$ cat src/assert_macros.svh
// ----------------------------------------------------------------------------
// Assertion macros
// Shared concurrent assertion wrappers clocked on i_clk.
// ----------------------------------------------------------------------------
`ifndef ASSERT_MACROS_SVH
`define ASSERT_MACROS_SVH

// Checked on every rising edge outside of reset.
`define WVBD_ASSERT(lbl, prop, msg) \
    lbl: assert property (@(posedge i_clk) disable iff (!i_rst_n) prop) else $error(msg);

// Checked on every rising edge, reset included.
`define WVBD_ASSERT_ALWAYS(lbl, prop, msg) \
    lbl: assert property (@(posedge i_clk) prop) else $error(msg);

`endif

$ cat src/wvbd_pkg.sv
// ----------------------------------------------------------------------------
// wvbd_pkg
// Types and constants shared by the vibration burst detector modules.
// ----------------------------------------------------------------------------
`timescale 1ns / 1ps

package wvbd_pkg;

    // Register file geometry.
    localparam int unsigned ADDR_W = 4;
    localparam int unsigned DATA_W = 32;

    // Register indexes (byte address bits [3:2]).
    localparam logic [1:0] REG_THRESHOLD = 2'd0;
    localparam logic [1:0] REG_WINDOW    = 2'd1;
    localparam logic [1:0] REG_HOLD      = 2'd2;

    // Register reset values.
    localparam logic [7:0]  THRESHOLD_RST = 8'd1;
    localparam logic [15:0] WINDOW_RST    = 16'd300;
    localparam logic [15:0] HOLD_RST      = 16'd1000;

    // Saturation limit of the edge counter.
    localparam logic [7:0] COUNT_MAX = 8'd255;

    // Detector phases.
    typedef enum logic [1:0] {
        PH_IDLE  = 2'd0,
        PH_COUNT = 2'd1,
        PH_HOLD  = 2'd2
    } t_phase;

    // Configuration seen by the datapath.
    typedef struct packed {
        logic [7:0]  threshold;
        logic [15:0] window_ticks;
        logic [15:0] hold_ticks;
    } t_cfg;

    // One result word.
    typedef struct packed {
        logic       detected;
        logic       window_closed;
        logic [7:0] burst_count;
        logic       busy_res;
    } t_result;

endpackage

$ cat src/wvbd_if.sv
// ----------------------------------------------------------------------------
// wvbd channel interfaces
// Valid/ready channels for pin samples in and detector results out.
// ----------------------------------------------------------------------------
`timescale 1ns / 1ps

// Input channel: one pin sample per word.
interface wvbd_in_if;
    logic valid;
    logic ready;
    logic pin_level;

    modport source (output valid, output pin_level, input ready);
    modport sink   (input valid, input pin_level, output ready);
endinterface

// Output channel: one detector result per word.
interface wvbd_out_if;
    logic       valid;
    logic       ready;
    logic       detected;
    logic       window_closed;
    logic [7:0] burst_count;
    logic       busy_res;

    modport source (output valid, output detected, output window_closed,
                    output burst_count, output busy_res, input ready);
    modport sink   (input valid, input detected, input window_closed,
                    input burst_count, input busy_res, output ready);
endinterface

$ cat src/wvbd_cfg.sv
// ----------------------------------------------------------------------------
// wvbd_cfg
// APB register file holding threshold, window length and hold length.
// ----------------------------------------------------------------------------
`timescale 1ns / 1ps

module wvbd_cfg (
    input  logic                         i_clk,
    input  logic                         i_rst_n,
    input  logic                         psel,
    input  logic                         penable,
    input  logic                         pwrite,
    input  logic [wvbd_pkg::ADDR_W-1:0]  paddr,
    input  logic [wvbd_pkg::DATA_W-1:0]  pwdata,
    output logic [wvbd_pkg::DATA_W-1:0]  prdata,
    output logic                         pready,
    output wvbd_pkg::t_cfg               o_cfg
);

    logic [1:0] w_index;
    logic       w_write;

    wvbd_pkg::t_cfg r_cfg;

    assign w_index = paddr[3:2];
    assign w_write = psel & penable & pwrite;
    assign pready  = 1'b1;
    assign o_cfg   = r_cfg;

    // Register writes on the access cycle; other indexes are ignored.
    always_ff @(posedge i_clk) begin
        if (!i_rst_n) begin
            r_cfg.threshold    <= wvbd_pkg::THRESHOLD_RST;
            r_cfg.window_ticks <= wvbd_pkg::WINDOW_RST;
            r_cfg.hold_ticks   <= wvbd_pkg::HOLD_RST;
        end else if (w_write) begin
            case (w_index)
                wvbd_pkg::REG_THRESHOLD: r_cfg.threshold    <= pwdata[7:0];
                wvbd_pkg::REG_WINDOW:    r_cfg.window_ticks <= pwdata[15:0];
                wvbd_pkg::REG_HOLD:      r_cfg.hold_ticks   <= pwdata[15:0];
                default: ;
            endcase
        end
    end

    // Read data mux.
    always_comb begin
        case (w_index)
            wvbd_pkg::REG_THRESHOLD: prdata = {24'd0, r_cfg.threshold};
            wvbd_pkg::REG_WINDOW:    prdata = {16'd0, r_cfg.window_ticks};
            wvbd_pkg::REG_HOLD:      prdata = {16'd0, r_cfg.hold_ticks};
            default:                 prdata = '0;
        endcase
    end

endmodule

$ cat src/wvbd_core.sv
// ----------------------------------------------------------------------------
// wvbd_core
// Edge detector, window and hold counters, and the burst compare.
// ----------------------------------------------------------------------------
`timescale 1ns / 1ps

module wvbd_core (
    input  logic                i_clk,
    input  logic                i_rst_n,
    input  logic                i_accept,
    input  logic                i_pin_level,
    input  wvbd_pkg::t_cfg      i_cfg,
    output wvbd_pkg::t_result   o_result
);

    wvbd_pkg::t_phase r_phase, n_phase;
    logic             r_prev_level;
    logic [15:0]      r_tick, n_tick;
    logic [7:0]       r_count, n_count;
    logic             r_detect, n_detect;

    logic             w_edge;
    logic [15:0]      w_tick_inc;
    logic [9:0]       w_count_x2;
    logic [9:0]       w_thresh_x3;
    logic             w_strobe;

    // Falling edge of the sensor pin.
    assign w_edge     = r_prev_level & ~i_pin_level;
    assign w_tick_inc = r_tick + 16'd1;

    // State registers advance once per accepted sample.
    always_ff @(posedge i_clk) begin
        if (!i_rst_n) begin
            r_phase      <= wvbd_pkg::PH_IDLE;
            r_prev_level <= 1'b1;
            r_tick       <= '0;
            r_count      <= '0;
            r_detect     <= 1'b0;
        end else if (i_accept) begin
            r_phase      <= n_phase;
            r_prev_level <= i_pin_level;
            r_tick       <= n_tick;
            r_count      <= n_count;
            r_detect     <= n_detect;
        end
    end

    // Next state: count edges in the window, compare at close, then hold.
    always_comb begin
        n_phase     = r_phase;
        n_tick      = r_tick;
        n_count     = r_count;
        n_detect    = r_detect;
        w_strobe    = 1'b0;
        w_count_x2  = '0;
        w_thresh_x3 = {2'b00, i_cfg.threshold} + {1'b0, i_cfg.threshold, 1'b0};
        case (r_phase)
            wvbd_pkg::PH_COUNT: begin
                if (w_edge && (r_count != wvbd_pkg::COUNT_MAX)) begin
                    n_count = r_count + 8'd1;
                end
                n_tick = w_tick_inc;
                if (w_tick_inc >= i_cfg.window_ticks) begin
                    w_strobe   = 1'b1;
                    w_count_x2 = {1'b0, n_count, 1'b0};
                    n_detect   = (w_count_x2 >= w_thresh_x3);
                    n_phase    = wvbd_pkg::PH_HOLD;
                    n_tick     = '0;
                end
            end
            wvbd_pkg::PH_HOLD: begin
                n_tick = w_tick_inc;
                if (w_tick_inc >= i_cfg.hold_ticks) begin
                    n_detect = 1'b0;
                    n_phase  = wvbd_pkg::PH_IDLE;
                    n_tick   = '0;
                end
            end
            default: begin
                n_phase = wvbd_pkg::PH_IDLE;
                if (w_edge) begin
                    n_phase = wvbd_pkg::PH_COUNT;
                    n_count = 8'd1;
                    n_tick  = '0;
                end
            end
        endcase
    end

    // Result word shows the state after this sample.
    assign o_result.detected      = n_detect;
    assign o_result.window_closed = w_strobe;
    assign o_result.burst_count   = n_count;
    assign o_result.busy_res      = (n_phase != wvbd_pkg::PH_IDLE);

endmodule

$ cat src/wvbd_oreg.sv
// ----------------------------------------------------------------------------
// wvbd_oreg
// Output register holding one result word until the sink takes it.
// ----------------------------------------------------------------------------
`timescale 1ns / 1ps

module wvbd_oreg (
    input  logic                i_clk,
    input  logic                i_rst_n,
    input  logic                i_load,
    input  wvbd_pkg::t_result   i_result,
    input  logic                i_taken,
    output logic                o_valid,
    output wvbd_pkg::t_result   o_result
);

    logic              r_valid;
    wvbd_pkg::t_result r_result;

    // Valid flag: set on load, cleared when taken with nothing new behind it.
    always_ff @(posedge i_clk) begin
        if (!i_rst_n) begin
            r_valid <= 1'b0;
        end else if (i_load) begin
            r_valid <= 1'b1;
        end else if (i_taken) begin
            r_valid <= 1'b0;
        end
    end

    // Payload capture.
    always_ff @(posedge i_clk) begin
        if (i_load) begin
            r_result <= i_result;
        end
    end

    assign o_valid  = r_valid;
    assign o_result = r_result;

endmodule

$ cat src/windowed_vibration_burst_detector.sv
// ----------------------------------------------------------------------------
// windowed_vibration_burst_detector
// Timing: a result word is registered and on the output in the cycle after its sample is taken.
// Throughput: one sample per cycle while the sink takes results; the output register refills as it drains.
// Reset: synchronous active low; idle, pin taken as high, registers to defaults.
// ----------------------------------------------------------------------------
`timescale 1ns / 1ps
`include "assert_macros.svh"

module windowed_vibration_burst_detector (
    input  logic                         i_clk,
    input  logic                         i_rst_n,
    wvbd_in_if.sink                      i_in,
    wvbd_out_if.source                   o_out,
    input  logic                         psel,
    input  logic                         penable,
    input  logic                         pwrite,
    input  logic [wvbd_pkg::ADDR_W-1:0]  paddr,
    input  logic [wvbd_pkg::DATA_W-1:0]  pwdata,
    output logic [wvbd_pkg::DATA_W-1:0]  prdata,
    output logic                         pready
);

    wvbd_pkg::t_cfg    w_cfg;
    wvbd_pkg::t_result w_next_result;
    wvbd_pkg::t_result w_out_result;
    logic              w_out_valid;
    logic              w_accept;
    logic              w_taken;

    // Handshakes: a sample is taken whenever the output slot is free or draining.
    assign w_taken    = w_out_valid & o_out.ready;
    assign i_in.ready = ~w_out_valid | o_out.ready;
    assign w_accept   = i_in.valid & i_in.ready;

    // Configuration registers.
    wvbd_cfg u_cfg (
        .i_clk   (i_clk),
        .i_rst_n (i_rst_n),
        .psel    (psel),
        .penable (penable),
        .pwrite  (pwrite),
        .paddr   (paddr),
        .pwdata  (pwdata),
        .prdata  (prdata),
        .pready  (pready),
        .o_cfg   (w_cfg)
    );

    // Detector state and next-result logic.
    wvbd_core u_core (
        .i_clk       (i_clk),
        .i_rst_n     (i_rst_n),
        .i_accept    (w_accept),
        .i_pin_level (i_in.pin_level),
        .i_cfg       (w_cfg),
        .o_result    (w_next_result)
    );

    // Result register.
    wvbd_oreg u_oreg (
        .i_clk    (i_clk),
        .i_rst_n  (i_rst_n),
        .i_load   (w_accept),
        .i_result (w_next_result),
        .i_taken  (w_taken),
        .o_valid  (w_out_valid),
        .o_result (w_out_result)
    );

    // Output channel.
    assign o_out.valid         = w_out_valid;
    assign o_out.detected      = w_out_result.detected;
    assign o_out.window_closed = w_out_result.window_closed;
    assign o_out.burst_count   = w_out_result.burst_count;
    assign o_out.busy_res      = w_out_result.busy_res;

    // Checks.
    `WVBD_ASSERT(a_no_overwrite, (i_in.valid && i_in.ready) |-> (!o_out.valid || o_out.ready), "sample accepted over an untaken result")
    `WVBD_ASSERT(a_close_busy, (o_out.valid && o_out.window_closed) |-> o_out.busy_res, "window closed while reported idle")
    `WVBD_ASSERT(a_detect_busy, (o_out.valid && o_out.detected) |-> o_out.busy_res, "detect reported while idle")
    `WVBD_ASSERT_ALWAYS(a_reset_empty, !i_rst_n |=> !o_out.valid, "output valid after reset")

endmodule

$ cat src/flat_wrapper.sv
// flat-port wrapper written by rule: the top's interface ports become plain ports
module windowed_vibration_burst_detector_flat 
  (i_clk, i_rst_n, psel, penable, pwrite, paddr, pwdata, prdata, pready, i_in_valid, i_in_pin_level, i_in_ready, o_out_valid, o_out_detected, o_out_window_closed, o_out_burst_count, o_out_busy_res, o_out_ready);
  wvbd_in_if i_in_i ();
  wvbd_out_if o_out_i ();
  input  logic i_clk;
  input  logic i_rst_n;
  input  logic psel;
  input  logic penable;
  input  logic pwrite;
  input  logic [wvbd_pkg::ADDR_W-1:0] paddr;
  input  logic [wvbd_pkg::DATA_W-1:0] pwdata;
  output logic [wvbd_pkg::DATA_W-1:0] prdata;
  output logic pready;
  input wire logic [$bits(i_in_i.valid)-1:0] i_in_valid;
  input wire logic [$bits(i_in_i.pin_level)-1:0] i_in_pin_level;
  output wire logic [$bits(i_in_i.ready)-1:0] i_in_ready;
  output wire logic [$bits(o_out_i.valid)-1:0] o_out_valid;
  output wire logic [$bits(o_out_i.detected)-1:0] o_out_detected;
  output wire logic [$bits(o_out_i.window_closed)-1:0] o_out_window_closed;
  output wire logic [$bits(o_out_i.burst_count)-1:0] o_out_burst_count;
  output wire logic [$bits(o_out_i.busy_res)-1:0] o_out_busy_res;
  input wire logic [$bits(o_out_i.ready)-1:0] o_out_ready;
  assign i_in_i.valid = i_in_valid;
  assign i_in_i.pin_level = i_in_pin_level;
  assign i_in_ready = i_in_i.ready;
  assign o_out_valid = o_out_i.valid;
  assign o_out_detected = o_out_i.detected;
  assign o_out_window_closed = o_out_i.window_closed;
  assign o_out_burst_count = o_out_i.burst_count;
  assign o_out_busy_res = o_out_i.busy_res;
  assign o_out_i.ready = o_out_ready;
  windowed_vibration_burst_detector u_core (.i_clk(i_clk), .i_rst_n(i_rst_n), .i_in(i_in_i), .o_out(o_out_i), .psel(psel), .penable(penable), .pwrite(pwrite), .paddr(paddr), .pwdata(pwdata), .prdata(prdata), .pready(pready));
endmodule
$ cat config.mk
export PLATFORM = sky130hd
export DESIGN_NAME = windowed_vibration_burst_detector_flat
export DESIGN_NICKNAME = d
export VERILOG_FILES = /design/src/wvbd_pkg.sv /design/src/wvbd_if.sv /design/src/wvbd_cfg.sv /design/src/wvbd_core.sv /design/src/wvbd_oreg.sv /design/src/windowed_vibration_burst_detector.sv /design/src/flat_wrapper.sv
export VERILOG_INCLUDE_DIRS = /design/src /design/src/src
export SDC_FILE = /design/constraint.sdc
export NUM_CORES = 1
export LEC_CHECK = 0
export ABC_AREA = 1
export BUFFER_PORTS_ARGS = -buffer_cell sky130_fd_sc_hd__buf_2
export CORE_UTILIZATION = 25
export CTS_CLUSTER_SIZE = 14
export DETAILED_ROUTE_END_ITERATION = 10
export GPL_ROUTABILITY_DRIVEN = 0
export PLACE_DENSITY = 0.48
export SYNTH_ARGS = -nofsm -noshare
export SYNTH_HDL_FRONTEND = slang
export SYNTH_HIERARCHICAL = 1
export SYNTH_SLANG_ARGS = --single-unit
$ cat constraint.sdc
create_clock -name i_clk -period 3.2 [get_ports i_clk]
set_clock_uncertainty 0.15 [all_clocks]
set_input_delay 0.16 -clock i_clk [delete_from_list [all_inputs] [get_ports i_clk]]
set_output_delay 0.16 -clock i_clk [all_outputs]
set_load 0.01 [all_outputs]
==> parameters.txt <==
Parameter                              Value

Global routing
  Antenna violations before repair    0
  Via count of the first global-routing pass    4473
  Total global-route track usage    0.133
  Maximum number of pins on one net before global-route repair    45
  First-pass GRT wire length    23.3 mm
  Overflow left after global routing    0

Final layout
  Most frequent standard cell in the layout excluding fill and tap cells    nand2_1
  Area occupied by multi-input gates    3240 sq um
  Number of antenna cells inserted    0
  Number of nets in the final layout    980
  Area taken by flip-flops and latches    1720 sq um
  Most frequent cells in the layout    204 x nand2_1, 114 x inv_1, 91 x nor2_1, 81 x nand3_1, 62 x dfxtp_1
  Fraction of final layout cells with drive strength greater than 1    0.154
  Final Instance Area    6640 sq um
  Fillcell total    2437
  Area delta synth->final    19.0%

Worst setup path
  End of the worst register-to-register path    u_core/u_core/r_tick[10]
  Arrival time worst endpoint    3.09 ns
  Setup Crit Path Kind    reg2reg
  Beginning of the worst register-to-register path    u_core/u_core/r_tick[4]
  Worst reg2reg path depth    18
  Logic depth of the worst path, buffers included    18
  Crit path from    u_core/u_core/r_tick[4]
  CP top delay family    simple AND/OR/NAND/NOR gates
  Worst setup path endpoint    u_core/u_core/r_tick[10]
  Cell type with the highest occurrence count on the critical path    nand2_1
  Register-to-register setup slack    0.23 ns
  Delay contributed by the slowest stage of the critical path    0.40 ns
  Crit path buf inv count    4
  Required time at the endpoint of the critical path    3.32 ns
  Worst Setup Start Kind    register
  Kind of end point of the critical path    register
  CP cell instances    nand2_1, nor2_1, buf_4, nand3_1, xor2_1, inv_1, buf_4, ha_1, nand2_1, nor2_1, a211oi_1, nand2_1, nand2_1, nand2_1, nand2_2, buf_12, nand3_1, a21oi_1
  Critical-path maximum fanout    16
  Master of the slowest instance on the critical path    dfxtp_1

Synth
  Cell area after technology mapping    5580 sq um
  Avg Synthesized Cell Area    6.88 sq um
  Register area share after synthesis    0.307
  Flip-flop and latch count after synthesis    80
  Number of enable flip-flop cells after synthesis    11
  Unique masters post-synth    47
  Mapped Cells    812
  Post-synth ARST share    0
  Synthesis Warnings    6
  Main flop type after synthesis    dfxtp_1

Detailed routing
  Detailed-routed wire length on met3    566 um
  Detailed route wirelength on metal2    6.24 mm
  Detailed-route vias per instance    4.28
  Number of vias in the routed layout    5006
  Detailed router's first-iteration violation count    234
  Post-route DRC    0
  Total routed wirelength    14.6 mm
  Top layer reached by signal wires    met4
  Routed wirelength normalized by instance count    12.5 um
  Number of detailed-routing iterations run before antenna repair    5
  Post-DRT Antenna Nets    0
  Post-Route M1 WL    7.71 mm

STA
  Sum of negative setup slack    0 ns
  RSZ-0062 raised after global routing    no
  Minimum clock period    2.97 ns
  Remaining max-slew budget at the tightest pin    0.432
  Tcrit/Tclk final    0.927
  Number of endpoints with negative hold slack in the final report    0
  Highest clock frequency the design can meet    337 MHz
  Transition time at the pin with the least slew margin    0.851 ns
  Number of max-slew violations in the final report    0
  Worst hold slack    0.0148 ns
  Final setup violating endpoints    0

Power
  Sum of internal, switching and leakage power    2570 uW
  Leakage power    0.00331 uW
  Pwr per Cell Area    386 nW/um^2
  Largest vdd supply drop    0.216 mV

Run
  Maximum capacitance violations    0

Run status
  Result of the run    finished clean

Clocking
  Source-to-sink clock delay at the later pin of the worst-skew pair    0.35 ns
  Root buffer cell    clkbuf_16
  Clock transition at path regs    0.07 ns
  Number of levels in the clock H-tree    3
  Clock tree from TritonCTS    built
  Total clock sinks    80
  Buffer levels on the longest clock path    2
  Number of buffers added by the clock tree synthesis step    9

Floorplan
  Die height    151 um
  Top-level I/O count    90
  Cell Rows    54
  Die Wd    151 um
  Core region area    21900 sq um
  Starting density of the core    0.255
  Die Outline Area    22900 sq um

Place
  IO Port Bufs    54
  Post-DP Area    6110 sq um
  Detail Placement HPWL    11.0 mm

Hold path
  Class of the tightest hold or removal check    in2reg
flip-flops by register name, summed over array words and instances, names as in the netlist:
| signal | count |
|---|---|
| u_core/u_cfg/o_cfg | 40 |
| u_core/u_core/r_tick | 16 |
| u_core/u_oreg/o_result | 11 |
| u_core/u_core/r_count | 8 |
| u_core/u_core/r_phase | 2 |
| u_core/u_core/r_detect | 1 |
| u_core/u_core/r_prev_level | 1 |
| u_core/u_oreg/o_valid | 1 |
report_power, final:
part           total (uW)  switching (uW)  internal [uW]
clock                1090             477            617
sequential           1080            27.2           1060
combinational         389             250            138
total                2570             754           1810
worst min-delay path by stage:
stage,startpoint,endpoint,slack (ns),depth (start not counted)
6_report,o_out_ready,u_core/u_oreg/o_valid,0.01,6
5_1_grt,pwdata[1],u_core/u_cfg/o_cfg[33],0.04,5
4_1_cts,o_out_ready,u_core/u_oreg/o_valid,0.004,6
3_5_place_dp,pwdata[2],u_core/u_cfg/o_cfg[18],0.25,3
3_3_place_gp,pwdata[2],u_core/u_cfg/o_cfg[18],0.25,3
2_1_floorplan,i_rst_n,u_core/u_core/r_prev_level,0.11,1
Yosys cell counts, types with 4 or more instances:
library cell,count,area (sq um)
inv_1,114,428
xnor2_1,9,78.8
buf_6,6,67.6
nand3_1,81,405
buf_2,6,30.0
nor2_4,4,45.0
nand2_1,204,766
a21o_1,4,30.0
nand2_2,6,37.5
o21ai_0,17,85.1
dfxtp_1,69,1380
nor2_2,7,43.8
a21oi_1,42,210
nand4_1,8,50.1
edfxtp_1,11,330
buf_4,22,165
ha_1,51,638
inv_2,5,18.8
xor2_1,15,131
nor2_1,92,345
logic make-up (layout without fill, tap and decap cells):
| family | Yosys count | after routing | synth area share |
|---|---|---|---|
| flip-flops | 80 | 80 | 0.307 |
| buffers and inverters | 161 | 223 | 0.134 |
| XOR/XNOR | 25 | 25 | 0.0406 |
| other | 2 | 17 | 0.00135 |
| AO/OA/AOI/OAI | 81 | 81 | 0.0843 |
| AND/OR/NAND/NOR | 411 | 411 | 0.316 |
| adder cells (fa/ha/maj) | 52 | 52 | 0.118 |
per-layer routing:
| layer | up-vias | GRT usage |
|---|---|---|
| li1 | 2698 | - |
| met1 | 2206 | 0.195 |
| met2 | 93 | 0.196 |
| met3 | 9 | 0.0250 |
| met4 | 0 | 0.0360 |
| met5 | - | 0 |
per-stage QoR:
step | cells | utilization | setup WS [ns]
global route | 1169 | 0.303 | 0.0172
detailed placement | 1137 | 0.279 | 0.151
finish | 1169 | 0.303 | 0.233
CTS | 1168 | 0.300 | 0.0916
floorplan | 827 | - | 0.353
global placement | 1137 | 0.279 | 0.125
timing repair:
action,CTS,global route
setup endpoints to repair,0,20
buffers inserted,0,1
hold buffers,15,0
gates resized for setup,0,19
endpoints found under the hold margin,21,0
worst min-delay path, stage by stage:
cell	delay (ns)
buf_2	0.08
nand2_1	0.04
inv_1	0.04
inv_1	0.03
nand2_1	0.06
a21oi_2	0.04
layout make-up:
type                       count  area share
multi-input combinational    586       0.489
sequential                    80       0.259
timing repair buffer          87      0.0855
inverter                     120      0.0682
tap                          280      0.0528
clock buffer                   9      0.0339
clock inverter                 7      0.0117
Power figures use the tool's default switching activity.
